### config.mk
export PLATFORM = sky130hd
export DESIGN_NAME = mic_sample_gain_silence_stop
export DESIGN_NICKNAME = d
export VERILOG_FILES = /design/src/rtl/core/micgs_pkg.sv /design/src/rtl/core/mic_sample_gain_silence_stop.sv
export SDC_FILE = /design/constraint.sdc
export NUM_CORES = 1
export LEC_CHECK = 0
export BUFFER_PORTS_ARGS = -buffer_cell sky130_fd_sc_hd__buf_2
export CAP_MARGIN = 20
export CORE_MARGIN = 10
export CORE_UTILIZATION = 45
export DETAILED_ROUTE_END_ITERATION = 10
export GPL_TIMING_DRIVEN = 0
export PLACE_DENSITY = 0.58
export SLEW_MARGIN = 10
export SYNTH_ARGS = -nofsm -noshare
export SYNTH_HDL_FRONTEND = slang
export SYNTH_SLANG_ARGS = --single-unit
### constraint.sdc
create_clock -name clk_i -period 30.8 [get_ports clk_i]
set_input_delay 7.7 -clock clk_i [delete_from_list [all_inputs] [get_ports clk_i]]
set_output_delay 7.7 -clock clk_i [all_outputs]
set_load 0.02 [all_outputs]
### src/rtl/core/micgs_pkg.sv
// ----------------------------------------------------------------------------
// micgs_pkg
// Types, register indexes and constants for the microphone sample
// conditioning block with gain, saturation and silence stop.
// ----------------------------------------------------------------------------
package micgs_pkg;

  // sample counter width
  localparam int unsigned COUNT_WIDTH = 20;

  localparam int unsigned SHIFT_W   = 5;
  localparam int unsigned GAIN_W    = 8;
  localparam int unsigned LEVEL_W   = 16;
  localparam int unsigned SILENT_W  = 8;
  localparam int unsigned SAMPLES_W = 20;
  localparam int unsigned RAW_W     = 32;
  localparam int unsigned OUT_W     = 16;
  localparam int unsigned PROD_W    = RAW_W + GAIN_W + 1;
  localparam int unsigned CMP_W     = (COUNT_WIDTH > SAMPLES_W) ? COUNT_WIDTH : SAMPLES_W;

  localparam int unsigned CFG_IDX_W  = 3;
  localparam int unsigned CFG_DATA_W = 32;

  typedef enum logic [CFG_IDX_W-1:0] {
    CFG_RIGHT_SHIFT       = 3'd0,
    CFG_GAIN              = 3'd1,
    CFG_SILENCE_LEVEL     = 3'd2,
    CFG_MAX_SILENT_BLOCKS = 3'd3,
    CFG_MIN_SAMPLES       = 3'd4,
    CFG_MAX_SAMPLES       = 3'd5
  } cfg_idx_e;

  localparam logic [SHIFT_W-1:0]   RST_RIGHT_SHIFT   = 5'd14;
  localparam logic [GAIN_W-1:0]    RST_GAIN          = 8'd10;
  localparam logic [LEVEL_W-1:0]   RST_SILENCE_LEVEL = 16'd1500;
  localparam logic [SILENT_W-1:0]  RST_MAX_SILENT    = 8'd60;
  localparam logic [SAMPLES_W-1:0] RST_MIN_SAMPLES   = 20'd16000;
  localparam logic [SAMPLES_W-1:0] RST_MAX_SAMPLES   = 20'd238976;

  localparam logic signed [PROD_W-1:0] PROD_SAT_HIGH = 41'sd32767;
  localparam logic signed [PROD_W-1:0] PROD_SAT_LOW  = -41'sd32768;
  localparam logic signed [OUT_W-1:0]  SAT_HIGH      = 16'sh7fff;
  localparam logic signed [OUT_W-1:0]  SAT_LOW       = 16'sh8000;

  localparam logic [COUNT_WIDTH-1:0] COUNT_MAX  = '1;
  localparam logic [SILENT_W-1:0]    SILENT_MAX = '1;

  typedef struct packed {
    logic signed [RAW_W-1:0] raw_sample;
    logic                    block_end;
  } in_item_t;

  typedef struct packed {
    logic signed [OUT_W-1:0] sample_out;
    logic                    clipped;
    logic                    block_silent;
    logic                    done_res;
  } out_item_t;

endpackage

### src/rtl/core/mic_sample_gain_silence_stop.sv
// ----------------------------------------------------------------------------
// mic_sample_gain_silence_stop
// Shift, gain and 16-bit saturation of microphone samples, with block peak
// tracking, silent block run count and recording stop detection.
// ----------------------------------------------------------------------------
// Path: an accepted item goes to the input register, then to the result
// register once the result register is empty or not stalled.
// Throughput: one item per cycle while the output is not stalled; the state
// update for an item is done combinationally between the two registers.
// Reset: asynchronous, active low; clears both valid flags, the sample count,
// block peak and silent run, and loads the register reset values.
module mic_sample_gain_silence_stop (
  input  logic                                  clk_i,
  input  logic                                  rst_ni,
  input  logic                                  in_valid_i,
  output logic                                  in_stall_o,
  input  micgs_pkg::in_item_t                   in_item_i,
  output logic                                  out_valid_o,
  input  logic                                  out_stall_i,
  output micgs_pkg::out_item_t                  out_item_o,
  input  logic                                  cfg_valid_i,
  output logic                                  cfg_ready_o,
  input  logic [micgs_pkg::CFG_IDX_W-1:0]       cfg_index_i,
  input  logic [micgs_pkg::CFG_DATA_W-1:0]      cfg_data_i
);
  import micgs_pkg::*;

  logic [SHIFT_W-1:0]     cfg_shift_q;
  logic [GAIN_W-1:0]      cfg_gain_q;
  logic [LEVEL_W-1:0]     cfg_level_q;
  logic [SILENT_W-1:0]    cfg_max_silent_q;
  logic [SAMPLES_W-1:0]   cfg_min_q;
  logic [SAMPLES_W-1:0]   cfg_max_q;

  logic                   s1_valid_q, s1_valid_d;
  in_item_t               s1_item_q;
  logic                   out_valid_q, out_valid_d;
  out_item_t              out_item_q, out_item_d;

  logic [COUNT_WIDTH-1:0] count_q, count_d, count_inc;
  logic [LEVEL_W-1:0]     peak_q, peak_d, peak_new;
  logic [SILENT_W-1:0]    run_q, run_d, run_new;

  logic                   in_acc, out_ready, advance;
  logic signed [RAW_W-1:0]  shifted;
  logic signed [PROD_W-1:0] prod;
  logic signed [OUT_W-1:0]  sat;
  logic                   clip;
  logic [OUT_W-1:0]       mag;
  logic                   silent, done_max, done_sil, done;

  // handshake
  assign out_ready   = !out_valid_q || !out_stall_i;
  assign advance     = s1_valid_q && out_ready;
  assign in_stall_o  = s1_valid_q && !out_ready;
  assign in_acc      = in_valid_i && !in_stall_o;
  assign cfg_ready_o = 1'b1;
  assign out_valid_o = out_valid_q;
  assign out_item_o  = out_item_q;

  always_comb begin
    s1_valid_d = s1_valid_q;
    if (in_acc) begin
      s1_valid_d = 1'b1;
    end else if (advance) begin
      s1_valid_d = 1'b0;
    end
    out_valid_d = advance || (out_valid_q && out_stall_i);
  end

  // conditioning
  always_comb begin
    shifted = s1_item_q.raw_sample >>> cfg_shift_q;
    prod    = shifted * $signed({1'b0, cfg_gain_q});
    clip    = 1'b0;
    sat     = prod[OUT_W-1:0];
    priority if (prod > PROD_SAT_HIGH) begin
      sat  = SAT_HIGH;
      clip = 1'b1;
    end else if (prod < PROD_SAT_LOW) begin
      sat  = SAT_LOW;
      clip = 1'b1;
    end else begin
      sat  = prod[OUT_W-1:0];
    end
    // magnitude of the most negative value wraps to 0x8000, which is 32768
    mag = sat[OUT_W-1] ? (~sat + 1'b1) : sat;
  end

  // block and recording state
  always_comb begin
    peak_new  = (mag > peak_q) ? mag : peak_q;
    count_inc = (count_q != COUNT_MAX) ? count_q + 1'b1 : count_q;
    done_max  = CMP_W'(count_inc) >= CMP_W'(cfg_max_q);
    silent    = 1'b0;
    run_new   = run_q;
    done_sil  = 1'b0;
    if (s1_item_q.block_end) begin
      if (peak_new < cfg_level_q) begin
        silent  = 1'b1;
        run_new = (run_q != SILENT_MAX) ? run_q + 1'b1 : run_q;
      end else begin
        run_new = '0;
      end
      done_sil = (CMP_W'(count_inc) > CMP_W'(cfg_min_q)) && (run_new > cfg_max_silent_q);
    end
    done = done_max || done_sil;

    count_d = count_q;
    peak_d  = peak_q;
    run_d   = run_q;
    if (advance) begin
      if (done) begin
        count_d = '0;
        peak_d  = '0;
        run_d   = '0;
      end else begin
        count_d = count_inc;
        peak_d  = s1_item_q.block_end ? '0 : peak_new;
        run_d   = run_new;
      end
    end

    out_item_d.sample_out   = sat;
    out_item_d.clipped      = clip;
    out_item_d.block_silent = silent;
    out_item_d.done_res     = done;
  end

  always_ff @(posedge clk_i or negedge rst_ni) begin
    if (!rst_ni) begin
      s1_valid_q  <= 1'b0;
      out_valid_q <= 1'b0;
      count_q     <= '0;
      peak_q      <= '0;
      run_q       <= '0;
    end else begin
      s1_valid_q  <= s1_valid_d;
      out_valid_q <= out_valid_d;
      count_q     <= count_d;
      peak_q      <= peak_d;
      run_q       <= run_d;
    end
  end

  always_ff @(posedge clk_i) begin
    if (in_acc) begin
      s1_item_q <= in_item_i;
    end
    if (advance) begin
      out_item_q <= out_item_d;
    end
  end

  // register writes
  always_ff @(posedge clk_i or negedge rst_ni) begin
    if (!rst_ni) begin
      cfg_shift_q      <= RST_RIGHT_SHIFT;
      cfg_gain_q       <= RST_GAIN;
      cfg_level_q      <= RST_SILENCE_LEVEL;
      cfg_max_silent_q <= RST_MAX_SILENT;
      cfg_min_q        <= RST_MIN_SAMPLES;
      cfg_max_q        <= RST_MAX_SAMPLES;
    end else if (cfg_valid_i && cfg_ready_o) begin
      unique case (cfg_idx_e'(cfg_index_i))
        CFG_RIGHT_SHIFT:       cfg_shift_q      <= cfg_data_i[SHIFT_W-1:0];
        CFG_GAIN:              cfg_gain_q       <= cfg_data_i[GAIN_W-1:0];
        CFG_SILENCE_LEVEL:     cfg_level_q      <= cfg_data_i[LEVEL_W-1:0];
        CFG_MAX_SILENT_BLOCKS: cfg_max_silent_q <= cfg_data_i[SILENT_W-1:0];
        CFG_MIN_SAMPLES:       cfg_min_q        <= cfg_data_i[SAMPLES_W-1:0];
        CFG_MAX_SAMPLES:       cfg_max_q        <= cfg_data_i[SAMPLES_W-1:0];
        default: begin
        end
      endcase
    end
  end

endmodule

==> run_results.csv <==
group,metric,value,unit
synth,syn_area,21300,um^2
critical_path,worstPathArrival,18.30,ns
synth,syn_nets,2813,
synth,async_flop_share,0.703,
global_routing,grt_pass1_vias,17300,
status,status,"complete, no violations",
clock_network,max-clock-path-buffers,2,
clock_network,cts_root_buffer,"clkbuf_16",
critical_path,required,31.16,ns
critical_path,r2r_slack,12.87,ns
synth,ys_types,97,
route,vias_per_cell,5.45,
timing,maxSlewHeadroom,0.304,
floorplan,dieArea,56500,um^2
clock_network,post_cts_buffers,0,
timing,min_period,17.93,ns
route,wl_per_cell,18.5,um
worst_hold_path,hold_class,"register to register",
timing,setup_viol,0,
clock_network,cts_resized,0,
global_routing,grt_max_degree,79,
timing,setup_tns,0,ns
final_layout,drive_above_1_share,0.120,
final_layout,nets,2917,
clock_network,clkSlewWorstSetupHoldPaths,0.07,ns
route,drt-met1-wl,27700,um
timing,rsz0062_at_grt,"no",
final_layout,area_delta_synth_final,8.45,%
final_layout,antenna_cells,0,
synth,ys_ff_latch,175,
synth,synth_ff_type,"dfrtp_1",
worst_hold_path,whs_endpoint,"out_valid_o$_DFF_PN0_",
final_layout,fill_cells,4428,
worst_hold_path,hold_start,"s1_valid_q$_DFFE_PN0P_",
global_routing,antenna_found_initial,1,
timing,period_share,0.582,
global_routing,track_usage,0.206,
synth,synth_edf_count,52,
critical_path,cp-start-kind,"register",
critical_path,crit_path_top_delay_cell,"xor2_1",
run,cap_violations,0,
timing,drv_slew,0,
clock_network,cts_made_buffers,17,
clock_network,postCtsHoldBufs,0,
synth,synth_top_area_share,0.186,
timing,hold_viol,0,
clock_network,cts_tree,"built",
timing,max_freq,55.8,MHz
critical_path,cp_max_fo,10,
floorplan,die_w,238,um
place,portBuffers,81,
route,highest_layer,"met5",
route,antenna_left,0,
critical_path,r2r_end,"run_q[1]$_DFFE_PN0P_",
timing,fin_skew,0.0131,ns
final_layout,multiInputGateArea,14900,um^2
global_routing,grt_pass1_wl,94000,um
timing,tightest_slew,1.03,ns
critical_path,r2r_cells,66,
final_layout,final_core_util,0.495,
route,first_pass_iters,7,
floorplan,dieHeight,238,um
global_routing,grt-ovfl-total,0,
critical_path,crit_type,"register to register",
critical_path,max_stage_delay,0.80,ns
route,vias,16900,
synth,avgSynthCellArea,8.98,um^2
floorplan,core,46800,um^2
floorplan,start_util,0.457,
clock_network,clk_latency,0.45,ns
route,wl_met3,2920,um
place,place.gp.congestion,0.898,
route,drt_iter0_markers,1033,
route,drc_errors,0,
synth,yosysWarningCount,0,
floorplan,num_rows,79,
clock_network,clock_sinks,175,
route,totalWireLength,57500,um
place,hpwl,47700,um
synth,synth_seq_area_share,0.219,
worst_hold_path,min_path_cells,1,
floorplan,ios,95,
route,met2WireLength,25700,um
final_layout,seqCellArea,4680,um^2
synth,synth_area_leader_cell,"fa_1",
critical_path,crit_top_cell,"o21ai_0",
synth,synth_area_leaders,"fa_1 19%, dfrtp_1 11%, ha_1 9.6%",
clock_network,htreeDepth,4,
critical_path,r2r_start,"cfg_shift_q[0]$_DFFE_PN0P_",
synth,syn_inst,2378,
critical_path,worstSetupEndpointType,"register",
## worst max-delay path by stage
stage / from / endpoint / slack, ns / cells after the start
after floorplan: out_stall_i / in_stall_o / 15.16 / 2
after global placement: cfg_shift_q[0]$_DFFE_PN0P_ / run_q[0]$_DFFE_PN0P_ / 12.91 / 66
after detailed placement: cfg_shift_q[0]$_DFFE_PN0P_ / run_q[1]$_DFFE_PN0P_ / 12.90 / 66
after CTS: cfg_shift_q[0]$_DFFE_PN0P_ / run_q[1]$_DFFE_PN0P_ / 12.83 / 66
after global routing: cfg_shift_q[0]$_DFFE_PN0P_ / run_q[0]$_DFFE_PN0P_ / 11.71 / 66
final: cfg_shift_q[0]$_DFFE_PN0P_ / run_q[1]$_DFFE_PN0P_ / 12.87 / 66
## cells in the mapped netlist, types with 52 or more instances
cell type  number
nand2_1       257
o21ai_0       135
edfxtp_1       52
inv_1         363
nor2_1         96
clkbuf_1       76
fa_1          198
and2_1        139
dfrtp_1        94
ha_1          164
mux2_2         69
a21oi_1       103
## area by class of cell
cell class,count,area share
clock inverter,14,0.00562
inverter,367,0.0595
timing repair buffer,85,0.0206
clock buffer,18,0.0185
tap,607,0.0328
sequential,175,0.202
buffer,101,0.0183
multi-input combinational,1735,0.643
## state kept, by name, indices dropped and copies added, names as in the netlist
register	flops
s1_item_q	33
cfg_min_q	20
s1_valid_q	1
out_item_o	19
cfg_max_silent_q	8
count_q	20
peak_q	16
cfg_shift_q	5
cfg_gain_q	8
out_valid_o	1
cfg_max_q	20
cfg_level_q	16
run_q	8
## layer usage
metal	global-route usage	vias to the layer above
li1	-	8216
met1	0.288	8217
met2	0.325	420
met3	0.0358	64
met4	0.0544	2
met5	0	-
## metrics by stage
step	hold WS, ns	cells	worst slack (ns)	instance area (um^2)
after CTS	0.509	3100	12.83	23100
final	0.504	3102	12.87	23100
after global routing	0.517	3102	11.71	23100
after global placement	0.475	3066	12.91	22500
after floorplan	0.457	2378	15.16	21300
after detailed placement	0.479	3068	12.90	22600
## cells by family (layout without fill, tap and decap cells)
logic type / after synthesis / in the layout / share of synthesized area
other: 1 / 1 / 0.000176
adders and majority gates: 362 / 362 / 0.282
muxes: 126 / 126 / 0.0784
AOI/OAI and AO/OA: 476 / 476 / 0.146
buffers and inverters: 468 / 585 / 0.0843
xor gates and xnor gates: 41 / 41 / 0.0168
DFF: 175 / 175 / 0.219
and+or+nand+nor: 729 / 729 / 0.174
## cell usage in the layout (no fill, tap or decap), types with 69 or more instances in the layout
cell,instances
inv_1,363
nand2_1,257
fa_1,198
ha_1,164
and2_1,138
o21ai_0,135
a21oi_1,103
buf_2,96
nor2_1,96
dfrtp_1,94
clkbuf_1,76
mux2_2,69
## worst max-delay path: cells and delay by family, from the launching register on
kind,cells,cell delay [ns]
AOI/OAI and AO/OA,29,6.81
adders and majority gates,9,3.51
buffers and inverters,12,3.41
and+or+nand+nor,13,2.18
xor gates and xnor gates,1,0.80
muxes,2,0.72
DFF,1,0.33
Power is left out: the tool's default activity adds up to more than one toggle a clock period on the data nets, which glitch-free logic cannot reach.
